File: config.mk
export PLATFORM = sky130hd
export DESIGN_NAME = lightweight_aead_encryptor_flat
export DESIGN_NICKNAME = d
export VERILOG_FILES = /design/src/rtl/core/lwaead_pkg.sv /design/src/rtl/core/lwaead_in_if.sv /design/src/rtl/core/lwaead_out_if.sv /design/src/rtl/core/lwaead_cfg_if.sv /design/src/rtl/core/lwaead_round.sv /design/src/rtl/core/lightweight_aead_encryptor.sv /design/src/flat_wrapper.sv
export SDC_FILE = /design/constraint.sdc
export NUM_CORES = 2
export LEC_CHECK = 0
export BUFFER_PORTS_ARGS = -buffer_cell sky130_fd_sc_hd__buf_4
export CAP_MARGIN = 20
export CORE_MARGIN = 4
export CORE_UTILIZATION = 50
export CTS_BUF_LIST = sky130_fd_sc_hd__clkbuf_8
export CTS_CLUSTER_SIZE = 10
export DETAILED_ROUTE_END_ITERATION = 10
export PLACE_DENSITY = 0.7
export SETUP_SLACK_MARGIN = 0.2
export SYNTH_ARGS = -nofsm -noshare
export SYNTH_HDL_FRONTEND = slang
export SYNTH_SLANG_ARGS = --single-unit
File: constraint.sdc
create_clock -name clk -period 7.3 [get_ports clk]
set_clock_uncertainty 0.15 [all_clocks]
set_input_delay 1.095 -clock clk [delete_from_list [all_inputs] [get_ports clk]]
set_output_delay 1.095 -clock clk [all_outputs]
set_load 0.02 [all_outputs]
File: src/rtl/core/lwaead_pkg.sv
// Shared types and constants for the Ascon-128/128a encryption block.
`default_nettype none
package lwaead_pkg;

	typedef logic [63:0] word_t;
	typedef logic [4:0][63:0] state_t;

	localparam word_t ALL_ONES = 64'hFFFF_FFFF_FFFF_FFFF;
	localparam word_t PAD_BYTE = 64'h8000_0000_0000_0000;
	localparam word_t IV_128   = 64'h8040_0c06_0000_0000;
	localparam word_t IV_128A  = 64'h8080_0c08_0000_0000;

	// Configuration register indexes
	localparam int CFG_ADDR_W = 3;
	localparam logic [CFG_ADDR_W-1:0] REG_VARIANT    = 3'd0;
	localparam logic [CFG_ADDR_W-1:0] REG_KEY_HIGH   = 3'd1;
	localparam logic [CFG_ADDR_W-1:0] REG_KEY_LOW    = 3'd2;
	localparam logic [CFG_ADDR_W-1:0] REG_NONCE_HIGH = 3'd3;
	localparam logic [CFG_ADDR_W-1:0] REG_NONCE_LOW  = 3'd4;

	// Message phases
	localparam logic [1:0] PH_IDLE = 2'd0;
	localparam logic [1:0] PH_AD   = 2'd1;
	localparam logic [1:0] PH_PT   = 2'd2;

	// Input block kinds and result kinds
	localparam logic MODE_AD  = 1'b0;
	localparam logic MODE_PT  = 1'b1;
	localparam logic KIND_CT  = 1'b0;
	localparam logic KIND_TAG = 1'b1;

	// Round index of the final round of every permutation
	localparam logic [3:0] LAST_RND = 4'd11;

endpackage
`default_nettype wire

File: src/rtl/core/lwaead_in_if.sv
// Input block channel: valid/ready handshake with one data block per transaction.
`default_nettype none
interface lwaead_in_if;
	logic                valid;
	logic                ready;
	logic                mode;
	lwaead_pkg::word_t   data_high;
	lwaead_pkg::word_t   data_low;
	logic [4:0]          byte_count;
	logic                last_block;

	modport source (output valid, mode, data_high, data_low, byte_count, last_block,
		input ready);
	modport sink (input valid, mode, data_high, data_low, byte_count, last_block,
		output ready);
endinterface
`default_nettype wire

File: src/rtl/core/lwaead_out_if.sv
// Result channel: ciphertext blocks and tags, one per transaction.
`default_nettype none
interface lwaead_out_if;
	logic                valid;
	logic                ready;
	logic                word_kind;
	lwaead_pkg::word_t   word_high;
	lwaead_pkg::word_t   word_low;
	logic [4:0]          valid_bytes;
	logic                run_end;

	modport source (output valid, word_kind, word_high, word_low, valid_bytes, run_end,
		input ready);
	modport sink (input valid, word_kind, word_high, word_low, valid_bytes, run_end,
		output ready);
endinterface
`default_nettype wire

File: src/rtl/core/lwaead_cfg_if.sv
// Configuration write channel: register index and write data.
`default_nettype none
interface lwaead_cfg_if;
	logic                                 valid;
	logic                                 ready;
	logic [lwaead_pkg::CFG_ADDR_W-1:0]    addr;
	lwaead_pkg::word_t                    wdata;

	modport source (output valid, addr, wdata, input ready);
	modport sink (input valid, addr, wdata, output ready);
endinterface
`default_nettype wire

File: src/rtl/core/lwaead_round.sv
// One Ascon permutation round: constant addition, S-box layer, linear layer.
`default_nettype none
module lwaead_round (
	input  lwaead_pkg::state_t  s_in,
	input  logic [3:0]          rnd,
	output lwaead_pkg::state_t  s_out
);

	lwaead_pkg::word_t x0, x1, x2, x3, x4;
	lwaead_pkg::word_t t0, t1, t2, t3, t4;
	logic [7:0]        rc;

	// Round constant: high nibble counts down, low nibble counts up
	assign rc = {4'd15 - rnd, rnd};

	always_comb begin
		x0 = s_in[0];
		x1 = s_in[1];
		x2 = s_in[2] ^ {56'd0, rc};
		x3 = s_in[3];
		x4 = s_in[4];

		// S-box, bitsliced over the five words
		x0 = x0 ^ x4;
		x4 = x4 ^ x3;
		x2 = x2 ^ x1;
		t0 = ~x0 & x1;
		t1 = ~x1 & x2;
		t2 = ~x2 & x3;
		t3 = ~x3 & x4;
		t4 = ~x4 & x0;
		x0 = x0 ^ t1;
		x1 = x1 ^ t2;
		x2 = x2 ^ t3;
		x3 = x3 ^ t4;
		x4 = x4 ^ t0;
		x1 = x1 ^ x0;
		x0 = x0 ^ x4;
		x3 = x3 ^ x2;
		x2 = ~x2;

		// Linear diffusion, rotate right by fixed amounts
		s_out[0] = x0 ^ {x0[18:0], x0[63:19]} ^ {x0[27:0], x0[63:28]};
		s_out[1] = x1 ^ {x1[60:0], x1[63:61]} ^ {x1[38:0], x1[63:39]};
		s_out[2] = x2 ^ {x2[0],    x2[63:1]}  ^ {x2[5:0],  x2[63:6]};
		s_out[3] = x3 ^ {x3[9:0],  x3[63:10]} ^ {x3[16:0], x3[63:17]};
		s_out[4] = x4 ^ {x4[6:0],  x4[63:7]}  ^ {x4[40:0], x4[63:41]};
	end

endmodule
`default_nettype wire

File: src/rtl/core/lightweight_aead_encryptor.sv
// Ascon-128 / Ascon-128a encryption top level with round sequencer and output register.
//
// Usage: write variant, key and nonce over cfg while no message transaction is pending.
// Feed associated-data blocks (mode 0) then plaintext blocks (mode 1) on item; the
// block marked last_block of each kind is padded. Ciphertext blocks and the tag leave
// on result, run_end marking the last result of an input transaction.
// Timing: one permutation round per cycle in a single shared round unit, 6 or 8 rounds
// per block. An accepted item passes through dispatch before its rounds, and a plaintext
// block's ciphertext is registered as its block rounds begin. The first item of a
// message adds an initialization of 12 rounds. A short last plaintext block runs 12
// finalization rounds before its tag is registered; a last block that fills
// the rate runs as a full block followed by an empty padded one. item.ready is high
// only while the sequencer is idle, one item in flight at a time.
// A single output register holds each result; when the receiver stalls the
// sequencer waits at the next emission, so no result is lost or repeated.
// Reset (arst_n low) clears configuration to zero and returns the message to the
// idle phase; the next item starts a new message. cfg is always ready.
`default_nettype none
module lightweight_aead_encryptor (
	input  wire           clk,
	input  wire           arst_n,
	lwaead_in_if.sink     item,
	lwaead_out_if.source  result,
	lwaead_cfg_if.sink    cfg
);

	// Sequencer states
	localparam logic [2:0] ST_IDLE     = 3'd0;
	localparam logic [2:0] ST_DISPATCH = 3'd1;
	localparam logic [2:0] ST_CT_FULL  = 3'd2;
	localparam logic [2:0] ST_PT_LAST  = 3'd3;
	localparam logic [2:0] ST_ROUND    = 3'd4;
	localparam logic [2:0] ST_POST     = 3'd5;

	// Action after a permutation completes
	localparam logic [2:0] POST_INIT    = 3'd0;
	localparam logic [2:0] POST_AD_FULL = 3'd1;
	localparam logic [2:0] POST_AD_PAD  = 3'd2;
	localparam logic [2:0] POST_PT_FULL = 3'd3;
	localparam logic [2:0] POST_TAG     = 3'd4;

	// Control registers
	logic [2:0] state_q, state_d;
	logic [2:0] post_q, post_d;
	logic [1:0] phase_q, phase_d;
	logic [3:0] rnd_q, rnd_d;
	logic       out_valid_q, out_valid_d;

	// Configuration
	logic              variant_q;
	lwaead_pkg::word_t key_high_q, key_low_q, nonce_high_q, nonce_low_q;

	// Cipher state and captured item
	lwaead_pkg::state_t s_q, s_d, s_rnd;
	logic              mode_q, mode_d;
	lwaead_pkg::word_t hi_q, hi_d, lo_q, lo_d;
	logic [4:0]        cnt_q, cnt_d;
	logic              last_q, last_d;

	// Output register payload
	logic              kind_q, kind_d;
	lwaead_pkg::word_t ohi_q, ohi_d, olo_q, olo_d;
	logic [4:0]        obytes_q, obytes_d;
	logic              oend_q, oend_d;

	// Helpers
	logic              item_accept, out_free, full_blk;
	logic [4:0]        rate;
	logic [3:0]        brnd_start;
	logic [5:0]        sh;
	lwaead_pkg::word_t hmask, padb, pad_p0, pad_p1, ct0, ct1;

	lwaead_round u_round (
		.s_in  (s_q),
		.rnd   (rnd_q),
		.s_out (s_rnd)
	);

	assign item.ready    = (state_q == ST_IDLE);
	assign item_accept   = item.valid & item.ready;
	assign cfg.ready     = 1'b1;
	assign out_free      = ~out_valid_q | result.ready;

	assign result.valid       = out_valid_q;
	assign result.word_kind   = kind_q;
	assign result.word_high   = ohi_q;
	assign result.word_low    = olo_q;
	assign result.valid_bytes = obytes_q;
	assign result.run_end     = oend_q;

	// Rate, round count, padding and partial-block masks
	assign rate       = variant_q ? 5'd16 : 5'd8;
	assign brnd_start = variant_q ? 4'd4 : 4'd6;
	assign full_blk   = ~last_q | (cnt_q >= rate);
	assign sh         = {cnt_q[2:0], 3'b000};
	assign hmask      = ~(lwaead_pkg::ALL_ONES >> sh);
	assign padb       = lwaead_pkg::PAD_BYTE >> sh;
	assign pad_p0     = cnt_q[3] ? hi_q : ((hi_q & hmask) | padb);
	assign pad_p1     = cnt_q[3] ? ((lo_q & hmask) | padb) : 64'd0;
	assign ct0        = cnt_q[3] ? s_q[0] : (s_q[0] & hmask);
	assign ct1        = cnt_q[3] ? (s_q[1] & hmask) : 64'd0;

	// Sequencer next state
	always_comb begin
		state_d     = state_q;
		post_d      = post_q;
		phase_d     = phase_q;
		rnd_d       = rnd_q;
		s_d         = s_q;
		mode_d      = mode_q;
		hi_d        = hi_q;
		lo_d        = lo_q;
		cnt_d       = cnt_q;
		last_d      = last_q;
		out_valid_d = out_valid_q & ~result.ready;
		kind_d      = kind_q;
		ohi_d       = ohi_q;
		olo_d       = olo_q;
		obytes_d    = obytes_q;
		oend_d      = oend_q;

		case (state_q)
			ST_IDLE: begin
				if (item_accept) begin
					mode_d = item.mode;
					hi_d   = item.data_high;
					lo_d   = item.data_low;
					cnt_d  = item.byte_count;
					last_d = item.last_block;
					if (phase_q == lwaead_pkg::PH_IDLE) begin
						// New message: load IV, key, nonce and run 12 rounds
						s_d[0]  = variant_q ? lwaead_pkg::IV_128A : lwaead_pkg::IV_128;
						s_d[1]  = key_high_q;
						s_d[2]  = key_low_q;
						s_d[3]  = nonce_high_q;
						s_d[4]  = nonce_low_q;
						rnd_d   = 4'd0;
						post_d  = POST_INIT;
						state_d = ST_ROUND;
					end else begin
						state_d = ST_DISPATCH;
					end
				end
			end
			ST_DISPATCH: begin
				if (mode_q == lwaead_pkg::MODE_AD) begin
					if (phase_q != lwaead_pkg::PH_AD) begin
						// Associated data after plaintext is dropped
						state_d = ST_IDLE;
					end else begin
						if (full_blk) begin
							s_d[0] = s_q[0] ^ hi_q;
							if (variant_q) s_d[1] = s_q[1] ^ lo_q;
							post_d = POST_AD_FULL;
						end else begin
							s_d[0] = s_q[0] ^ pad_p0;
							if (variant_q) s_d[1] = s_q[1] ^ pad_p1;
							post_d = POST_AD_PAD;
						end
						rnd_d   = brnd_start;
						state_d = ST_ROUND;
					end
				end else begin
					// Domain separation when no associated-data block closed the phase
					s_d[4]  = s_q[4] ^ {63'd0, phase_q == lwaead_pkg::PH_AD};
					phase_d = lwaead_pkg::PH_PT;
					if (full_blk) begin
						s_d[0] = s_q[0] ^ hi_q;
						if (variant_q) s_d[1] = s_q[1] ^ lo_q;
						state_d = ST_CT_FULL;
					end else begin
						s_d[0] = s_q[0] ^ pad_p0;
						if (variant_q) s_d[1] = s_q[1] ^ pad_p1;
						state_d = ST_PT_LAST;
					end
				end
			end
			ST_CT_FULL: begin
				// Full ciphertext block, then the block rounds
				if (out_free) begin
					out_valid_d = 1'b1;
					kind_d      = lwaead_pkg::KIND_CT;
					ohi_d       = s_q[0];
					olo_d       = variant_q ? s_q[1] : 64'd0;
					obytes_d    = rate;
					oend_d      = ~last_q;
					rnd_d       = brnd_start;
					post_d      = POST_PT_FULL;
					state_d     = ST_ROUND;
				end
			end
			ST_PT_LAST: begin
				// Partial ciphertext if any, key into the state, finalization rounds
				if ((cnt_q == 5'd0) || out_free) begin
					if (cnt_q != 5'd0) begin
						out_valid_d = 1'b1;
						kind_d      = lwaead_pkg::KIND_CT;
						ohi_d       = ct0;
						olo_d       = ct1;
						obytes_d    = cnt_q;
						oend_d      = 1'b0;
					end
					if (variant_q) begin
						s_d[2] = s_q[2] ^ key_high_q;
						s_d[3] = s_q[3] ^ key_low_q;
					end else begin
						s_d[1] = s_q[1] ^ key_high_q;
						s_d[2] = s_q[2] ^ key_low_q;
					end
					rnd_d   = 4'd0;
					post_d  = POST_TAG;
					state_d = ST_ROUND;
				end
			end
			ST_ROUND: begin
				s_d = s_rnd;
				if (rnd_q == lwaead_pkg::LAST_RND) begin
					state_d = ST_POST;
				end else begin
					rnd_d = rnd_q + 4'd1;
				end
			end
			ST_POST: begin
				case (post_q)
					POST_INIT: begin
						s_d[3]  = s_q[3] ^ key_high_q;
						s_d[4]  = s_q[4] ^ key_low_q;
						phase_d = lwaead_pkg::PH_AD;
						state_d = ST_DISPATCH;
					end
					POST_AD_FULL, POST_PT_FULL: begin
						// A last full block is followed by an empty padded block
						if (last_q) begin
							cnt_d   = 5'd0;
							state_d = ST_DISPATCH;
						end else begin
							state_d = ST_IDLE;
						end
					end
					POST_AD_PAD: begin
						s_d[4]  = s_q[4] ^ 64'd1;
						phase_d = lwaead_pkg::PH_PT;
						state_d = ST_IDLE;
					end
					POST_TAG: begin
						if (out_free) begin
							s_d[3]      = s_q[3] ^ key_high_q;
							s_d[4]      = s_q[4] ^ key_low_q;
							out_valid_d = 1'b1;
							kind_d      = lwaead_pkg::KIND_TAG;
							ohi_d       = s_q[3] ^ key_high_q;
							olo_d       = s_q[4] ^ key_low_q;
							obytes_d    = 5'd16;
							oend_d      = 1'b1;
							phase_d     = lwaead_pkg::PH_IDLE;
							state_d     = ST_IDLE;
						end
					end
					default: begin
						state_d = ST_IDLE;
					end
				endcase
			end
			default: begin
				state_d = ST_IDLE;
			end
		endcase
	end

	// Control and configuration registers
	always_ff @(posedge clk or negedge arst_n) begin
		if (!arst_n) begin
			state_q      <= ST_IDLE;
			post_q       <= POST_INIT;
			phase_q      <= lwaead_pkg::PH_IDLE;
			rnd_q        <= 4'd0;
			out_valid_q  <= 1'b0;
			variant_q    <= 1'b0;
			key_high_q   <= 64'd0;
			key_low_q    <= 64'd0;
			nonce_high_q <= 64'd0;
			nonce_low_q  <= 64'd0;
		end else begin
			state_q     <= state_d;
			post_q      <= post_d;
			phase_q     <= phase_d;
			rnd_q       <= rnd_d;
			out_valid_q <= out_valid_d;
			if (cfg.valid && cfg.ready) begin
				case (cfg.addr)
					lwaead_pkg::REG_VARIANT:    variant_q    <= cfg.wdata[0];
					lwaead_pkg::REG_KEY_HIGH:   key_high_q   <= cfg.wdata;
					lwaead_pkg::REG_KEY_LOW:    key_low_q    <= cfg.wdata;
					lwaead_pkg::REG_NONCE_HIGH: nonce_high_q <= cfg.wdata;
					lwaead_pkg::REG_NONCE_LOW:  nonce_low_q  <= cfg.wdata;
					default: begin
					end
				endcase
			end
		end
	end

	// Datapath registers
	always_ff @(posedge clk) begin
		s_q      <= s_d;
		mode_q   <= mode_d;
		hi_q     <= hi_d;
		lo_q     <= lo_d;
		cnt_q    <= cnt_d;
		last_q   <= last_d;
		kind_q   <= kind_d;
		ohi_q    <= ohi_d;
		olo_q    <= olo_d;
		obytes_q <= obytes_d;
		oend_q   <= oend_d;
	end

endmodule
`default_nettype wire
File: src/flat_wrapper.sv
// flat-port wrapper written by rule: the top's interface ports become plain ports
module lightweight_aead_encryptor_flat 
  (clk, arst_n, item_valid, item_mode, item_data_high, item_data_low, item_byte_count, item_last_block, item_ready, result_valid, result_word_kind, result_word_high, result_word_low, result_valid_bytes, result_run_end, result_ready, cfg_valid, cfg_addr, cfg_wdata, cfg_ready);
  lwaead_in_if item_i ();
  lwaead_out_if result_i ();
  lwaead_cfg_if cfg_i ();
  input  wire clk;
  input  wire arst_n;
  input wire logic [$bits(item_i.valid)-1:0] item_valid;
  input wire logic [$bits(item_i.mode)-1:0] item_mode;
  input wire logic [$bits(item_i.data_high)-1:0] item_data_high;
  input wire logic [$bits(item_i.data_low)-1:0] item_data_low;
  input wire logic [$bits(item_i.byte_count)-1:0] item_byte_count;
  input wire logic [$bits(item_i.last_block)-1:0] item_last_block;
  output wire logic [$bits(item_i.ready)-1:0] item_ready;
  output wire logic [$bits(result_i.valid)-1:0] result_valid;
  output wire logic [$bits(result_i.word_kind)-1:0] result_word_kind;
  output wire logic [$bits(result_i.word_high)-1:0] result_word_high;
  output wire logic [$bits(result_i.word_low)-1:0] result_word_low;
  output wire logic [$bits(result_i.valid_bytes)-1:0] result_valid_bytes;
  output wire logic [$bits(result_i.run_end)-1:0] result_run_end;
  input wire logic [$bits(result_i.ready)-1:0] result_ready;
  input wire logic [$bits(cfg_i.valid)-1:0] cfg_valid;
  input wire logic [$bits(cfg_i.addr)-1:0] cfg_addr;
  input wire logic [$bits(cfg_i.wdata)-1:0] cfg_wdata;
  output wire logic [$bits(cfg_i.ready)-1:0] cfg_ready;
  assign item_i.valid = item_valid;
  assign item_i.mode = item_mode;
  assign item_i.data_high = item_data_high;
  assign item_i.data_low = item_data_low;
  assign item_i.byte_count = item_byte_count;
  assign item_i.last_block = item_last_block;
  assign item_ready = item_i.ready;
  assign result_valid = result_i.valid;
  assign result_word_kind = result_i.word_kind;
  assign result_word_high = result_i.word_high;
  assign result_word_low = result_i.word_low;
  assign result_valid_bytes = result_i.valid_bytes;
  assign result_run_end = result_i.run_end;
  assign result_i.ready = result_ready;
  assign cfg_i.valid = cfg_valid;
  assign cfg_i.addr = cfg_addr;
  assign cfg_i.wdata = cfg_wdata;
  assign cfg_ready = cfg_i.ready;
  lightweight_aead_encryptor u_core (.clk(clk), .arst_n(arst_n), .item(item_i), .result(result_i), .cfg(cfg_i));
endmodule
# Word level (Yosys, flattened, before mapping)
# Cells that the tools add are included.
dict set report word_totals {
  ff_bits 860
  inputBits 207
  output_inout_bits 138
  word_cells 257
}
dict set report classes {
  addsub 2
  magnitude_cmp 1
  eq_ne 37
  n_shift 2
  muxes 94
  bitwise 59
  n_reduce_logical 36
}
# op n
set op_table {}
lappend op_table {{64-bit bitwise XOR} 31}
lappend op_table {{64-bit 2-to-1 mux} 21}
lappend op_table {{64-bit one-hot mux with 3 select lines} 5}
lappend op_table {{64-bit one-hot mux with 4 select lines} 3}
lappend op_table {{320-bit 2-to-1 mux} 2}
lappend op_table {{64-bit AND} 9}
lappend op_table {{128-bit 2-to-1 mux} 4}
lappend op_table {{64-bit inverter} 7}
lappend op_table {{192-bit 2-to-1 mux} 1}
lappend op_table {{64-bit bitwise OR} 2}
lappend op_table {{64-bit one-hot mux with 2 select lines} 1}
lappend op_table {{64-bit by 6-bit >> shifter with 64-bit output, first input constant} 2}
lappend op_table {{64-bit by 1-bit bitwise XOR with 64-bit output} 1}
lappend op_table {{64-bit by 8-bit bitwise XOR with 64-bit output} 1}
lappend op_table {{56-bit 2-to-1 mux} 1}
lappend op_table {{5-bit 2-to-1 mux} 9}
lappend op_table {{3-bit 2-to-1 mux} 13}
lappend op_table {{4-bit 2-to-1 mux} 7}
lappend op_table {{7-bit AND reduction} 3}
lappend op_table {{4-bit one-hot mux with 5 select lines} 1}
lappend op_table {{3-bit by 2-bit equality test with 1-bit output, second input constant} 6}
lappend op_table {{2-bit by 1-bit inequality test with 1-bit output, second input constant} 9}
lappend op_table {{2-bit inequality test, second input constant} 9}
lappend op_table {{3-bit one-hot mux with 6 select lines} 1}
lappend op_table {{36 further kinds} 82}

# Logic depth before layout (Yosys ltp)
dict set report logic_depth {
  depth_word 11
  mapped_depth 10
  depth_no_buf 8
}

# Modules after synthesis
# Synthesis repeated with hierarchy kept, for this count alone.
dict set report unflattened {
  hier_cells 4921
  area_unflattened_um2 58399.8
}
# mod instances cells_each area_each_um2 seq_area_each_um2
set by_module_without_submodules {}
lappend by_module_without_submodules {lightweight_aead_encryptor 1 3373 40931.8 24473.5}
lappend by_module_without_submodules {lwaead_round 1 1548 17468.0 0.0}

# Worst setup path after synthesis
# No wires, ideal clock.
dict set report synth_timing {
  kind {reg2reg}
  from {reg u_core.state_q[1]}
  to {reg u_core.oend_q (netlist: u_core.result.run_end), enable pin}
  setup_ps 631
  t_arrival_ps 7292
  required_time_ps 6519
  slack_ps -773
  stages_incl_launch_ff 9
  n_path_buf 3
  synth_period_minus_slack_ps 8073
  cell_sequence {dfrtp_1 -> buf_2 -> nor2b_1 -> buf_2 -> nand2_1 -> buf_2 -> nor4b_1 -> a21oi_1 -> nor2_1}
}
dict set report synth_between {
  elab_chain_cells 3
  elab_cells_between_ends 10
  classes_between {eq/ne (8); reduce/logical (2)}
}
# item line
set synth_rtl {}
lappend synth_rtl {{start: declaration} lightweight_aead_encryptor.sv:43} ;# logic [2:0] state_q, state_d;
lappend synth_rtl {{start signal: assignment} lightweight_aead_encryptor.sv:284} ;# state_q <= state_d;
lappend synth_rtl {{3-bit equality test or 3-bit by 2-bit equality test with 1-bit output (tied branches)} lightweight_aead_encryptor.sv:122} ;# case (state_q)
lappend synth_rtl {{2-bit by 1-bit inequality test with 1-bit output (no source line) (tied with other cells)} -}
lappend synth_rtl {{6-bit AND reduction (no source line) *} -}
lappend synth_rtl {{end signal: assignment} lightweight_aead_encryptor.sv:315} ;# oend_q <= oend_d;
lappend synth_rtl {{end: declaration} lightweight_aead_encryptor.sv:64} ;# logic oend_q, oend_d;
# Every way passes the cells marked *; elsewhere a longest branch is shown, timed or not.
# A chain may end at the register's enable or synchronous reset.

==> results.md <==
- Among all stages on the critical path, the largest delay is contributed by sky130_fd_sc_hd__dfrtp_4.
- The area of the mapped netlist is 54800 µm².
- The total DRC errors in the routed layout is 0.
- The number of post-CTS setup repair buffers is 0.
- Measured against its own limit, the worst slew margin works out to between 10% and 20%.
- The number of placement rows is around 120.
- Traced cell by cell, the critical path runs through inv_1 -> ha_1 -> nor2b_1 -> a311oi_4 -> buf_4 -> a21oi_1 -> a22oi_1 -> xnor2_1 -> o211ai_1.
- The number of design-rule violations left by the first detailed-router iteration is roughly 7700.
- Counting I/O delays and the setup requirement, the final critical path takes approximately 4.4 ns.
- The initial antenna violation count came to 12.
- The cell count after synthesis is approximately 5000.
- Global routing used ~42% of the available tracks.
- The number of nets handed over by synthesis was 5345.
- The reg2reg setup slack is about 2.9 ns.
- The number of gates given a new drive strength after cts is 0.
- For this run, the number of Yosys warnings is 0.
- The clock transition at the registers of the reported paths is roughly 0.07 ns.
- From synthesis to final layout, the design area changed by 14.9%.
- The mean number of vias per cell is roughly 6.5.
- The multi-input gate area in the final layout is ~29000 µm².
- The flow ran to the end, and the final reports show no timing, DRC or antenna violations.
- The worst setup path is captured at a flip-flop.
- The die boundary width is 339 µm.
- The library cell occupying the most area in the post-synthesis netlist is sky130_fd_sc_hd__edfxtp_1.
- The signal arrival time at the worst endpoint is between 4 and 5 ns.
- Setup repair after global routing left no endpoint under its margin.
- In this run, CTS created clock tree buffers numbering between 150 and 200.
- ~350 I/O pins were placed.
- Registers take between 20000 and 25000 µm².
- Across all layers, the routed design uses 45100 vias.
- Setup violations remaining at the end of the flow were counted as 0.
- The half-perimeter wire length of the detailed placement result is approximately 180 mm.
- The highest clock rate is around 230 MHz.
- Clock tree synthesis found a total of 860 sinks.
- The number of global-route vias before repair is approximately 43000.
- Counting both buffers and inverters, the worst setup path holds a total of 2.
- The routed wire length is 249 mm.
- Global routing finished with a remaining overflow of 0.
- The maximum number of buffers from clock root to sink is 3.
- The final-stage net count is between 5000 and 6000.
- The count of nets left with antenna violations once routing finished came out at 0.
- The share of the cycle needed by the critical path after routing is 60.7%.
- After synthesis, the cell types taking the most area are sky130_fd_sc_hd__edfxtp_1 (32%), sky130_fd_sc_hd__xnor2_1 (17%), sky130_fd_sc_hd__dfrtp_1 (12%).
- The count of maximum capacitance violations is 0.
- The type of the tightest min-delay check is in -> async.
- Buffers inserted to repair hold after CTS numbered 0.
- The synthesized design contains 860 register bits.
- For this run, the detailed router's first-pass iteration total came to 7.
- The fraction of final layout cells sized beyond drive strength 1 is around a fifth.
- The first global-routing pass estimated roughly 340 mm of wire.
- In this design, the largest share of critical-path delay is due to compound AO/OA/AOI/OAI gates.
- At the pin with the least slew margin, the transition time is around 1.3 ns.
- The worst setup path is launched from a flip-flop.
- The largest stage delay on the critical path is 1.02 ns.
- The critical path in this run is classified as reg -> reg.
- The area of the core region is around 110000 µm².
- Clock latency on the worst-skew pair, taken at its later pin, is roughly 0.9 ns.
- Counting flops with a built-in enable in the synthesized netlist gives 590.
- The die covers around 110000 µm².
- The maximum fanout encountered on the critical timing path is 37.
- In this run the tool buffered the top-level ports with 343 buffer cells.
- The filler cell count in the final layout is 9299.
- The number of hold violations in the final report was 0.
- After routing, the total negative slack on setup checks comes to 0 ns.
- The clock root buffer is sky130_fd_sc_hd__clkbuf_8.
- Entering global routing, the biggest net connects roughly 110 pins.
- Dividing the detail-routed wire length by the instance count gives 35.8 µm.
- The final-report max-slew violation count came to 0.
- Synthesis instantiated 74 different standard cells from the library.
- After synthesis, flip-flops and latches occupy 44.7% of the total area.
- In the synthesized netlist the async set-or-reset flop fraction comes to between 30% and 40%.
- Among all flip-flop cells after synthesis, the most frequent one is sky130_fd_sc_hd__edfxtp_1.
- Data on the critical path is required at its endpoint by between 7 and 8 ns.
- The CTS H-tree depth is 4.
- In the synthesized netlist, the cells that appear most often are sky130_fd_sc_hd__xnor2_1 (1066), sky130_fd_sc_hd__edfxtp_1 (590), sky130_fd_sc_hd__nand2_1 (410), sky130_fd_sc_hd__xor2_1 (340), sky130_fd_sc_hd__dfrtp_1 (270).
- The top-area cell type share of the netlist area is 32.4%.
- TritonCTS built the clock tree.
- The mean post-synth cell area is 10.9 µm².
- The die is 339 µm tall.
- Once the floorplan was initialized, standard cells occupied 50.3% of the core.
- Among all cell types in the netlist, the one instantiated most often is sky130_fd_sc_hd__xnor2_1.
- The last weighted congestion value of the routability-driven placer is approximately 1.1.
## cell usage in the layout, fill, tap and decap left out, types with 25 or more instances in the layout
master                     instances
sky130_fd_sc_hd__xnor2_1        1061
sky130_fd_sc_hd__edfxtp_1        590
sky130_fd_sc_hd__buf_4           497
sky130_fd_sc_hd__nand2_1         404
sky130_fd_sc_hd__xor2_1          338
sky130_fd_sc_hd__o21ai_0         269
sky130_fd_sc_hd__dfrtp_1         267
sky130_fd_sc_hd__mux2_2          259
sky130_fd_sc_hd__a21oi_1         217
sky130_fd_sc_hd__inv_1           208
sky130_fd_sc_hd__nor2_1          199
sky130_fd_sc_hd__clkbuf_8        181
sky130_fd_sc_hd__ha_1            131
sky130_fd_sc_hd__o22ai_1         121
sky130_fd_sc_hd__a22oi_1         119
sky130_fd_sc_hd__mux2i_1         104
sky130_fd_sc_hd__o221ai_1         67
sky130_fd_sc_hd__o211ai_1         45
sky130_fd_sc_hd__nand3_1          43
sky130_fd_sc_hd__xnor3_1          37
sky130_fd_sc_hd__a22o_1           34
sky130_fd_sc_hd__a221o_1          32
sky130_fd_sc_hd__o21a_1           25
sky130_fd_sc_hd__and2_1           25
sky130_fd_sc_hd__clkinv_2         25
## kinds of logic (layout without fill, tap and decap cells)
| group | count (synthesis) | after routing | share of synthesized area, % |
|---|---|---|---|
| xor+xnor | 1448 | 1448 | 24.2 |
| compound gates | 1005 | 1005 | 11.7 |
| flops | 860 | 860 | 44.7 |
| simple gates | 755 | 755 | 5.75 |
| buf+inv | 420 | 955 | 2.94 |
| mux | 363 | 363 | 7.23 |
| fa+ha+maj | 155 | 155 | 3.43 |
| other cells | 1 | 12 | 0.00685 |
## through the flow
step	setup WS, ns	utilization (%)	hold slack, ns	cells	cell area, µm²
after floorplan	0.548	-	0.330	5007	54800
after detailed placement	3.02	54.8	0.344	6663	59600
after CTS	3.03	57.7	0.108	6950	62900
after global placement	3.17	54.7	0.339	6660	59600
after global routing	2.84	57.8	0.146	6959	62900
final	2.87	57.8	0.124	6967	62900
## metal layers
| metal | vias to the layer above | track usage [%] | wire (µm) |
|---|---|---|---|
| met2 | 3469 | 61.1 | 105000 |
| met1 | 22400 | 55.8 | 95400 |
| met3 | 730 | 11.9 | 30500 |
| met5 | - | 0 | 44 |
| met4 | 6 | 26.2 | 18300 |
| li1 | 18500 | - | - |
## layout make-up
| type | instances | area share (%) |
|---|---|---|
| Antenna cell | 11 | 0.0437 |
| Timing Repair Buffer | 505 | 6.18 |
| Sequential cell | 860 | 38.9 |
| Clock buffer | 181 | 3.96 |
| Clock inverter | 106 | 1.20 |
| Multi-Input combinational cell | 3727 | 45.9 |
| Tap cell | 1414 | 2.81 |
| Inverter | 163 | 0.972 |
## registers in the layout (all words and copies together) (netlist names)
signal	cells
u_core.phase_q	2
u_core.state_q	3
u_core.key_high_q	64
u_core.s_q	320
u_core.result.word_low	64
u_core.key_low_q	64
u_core.rnd_q	4
u_core.nonce_low_q	64
u_core.nonce_high_q	64
u_core.post_q	3
u_core.result.word_high	64
u_core.variant_q	1
u_core.result.word_kind	1
u_core.lo_q	64
u_core.result.valid_bytes	5
u_core.result.run_end	1
u_core.cnt_q	5
u_core.hi_q	64
u_core.mode_q	1
u_core.last_q	1
u_core.result.valid	1
## worst register-to-register path, stage by stage (launching register included)
cell and delay (ns):
sky130_fd_sc_hd__dfrtp_4 1.02, sky130_fd_sc_hd__inv_1 0.31, sky130_fd_sc_hd__ha_1 0.45, sky130_fd_sc_hd__nor2b_1 0.20, sky130_fd_sc_hd__a311oi_4 0.78, sky130_fd_sc_hd__buf_4 0.40
sky130_fd_sc_hd__a21oi_1 0.31, sky130_fd_sc_hd__a22oi_1 0.29, sky130_fd_sc_hd__xnor2_1 0.15, sky130_fd_sc_hd__o211ai_1 0.10
## worst paths after layout
check                                                    start                                  end  depth (start not counted)
setup / recovery                  u_core.variant_q$_DFFE_PN0P_            u_core.s_q[113]$_DFFE_PP_                          9
hold / removal                                          arst_n    u_core.nonce_low_q[0]$_DFFE_PN0P_                          1
setup reg to reg                  u_core.variant_q$_DFFE_PN0P_            u_core.s_q[113]$_DFFE_PP_                          9
hold reg to reg            u_core.nonce_high_q[40]$_DFFE_PN0P_  u_core.nonce_high_q[40]$_DFFE_PN0P_                          1
max in group asynchronous                               arst_n  u_core.nonce_high_q[27]$_DFFE_PN0P_                          2
min in group clk                             item_data_low[62]            u_core.lo_q[62]$_DFFE_PP_                          1
Power is not shown: default switching activity piles up to over one toggle a cycle in this logic, so the estimate is an artifact.
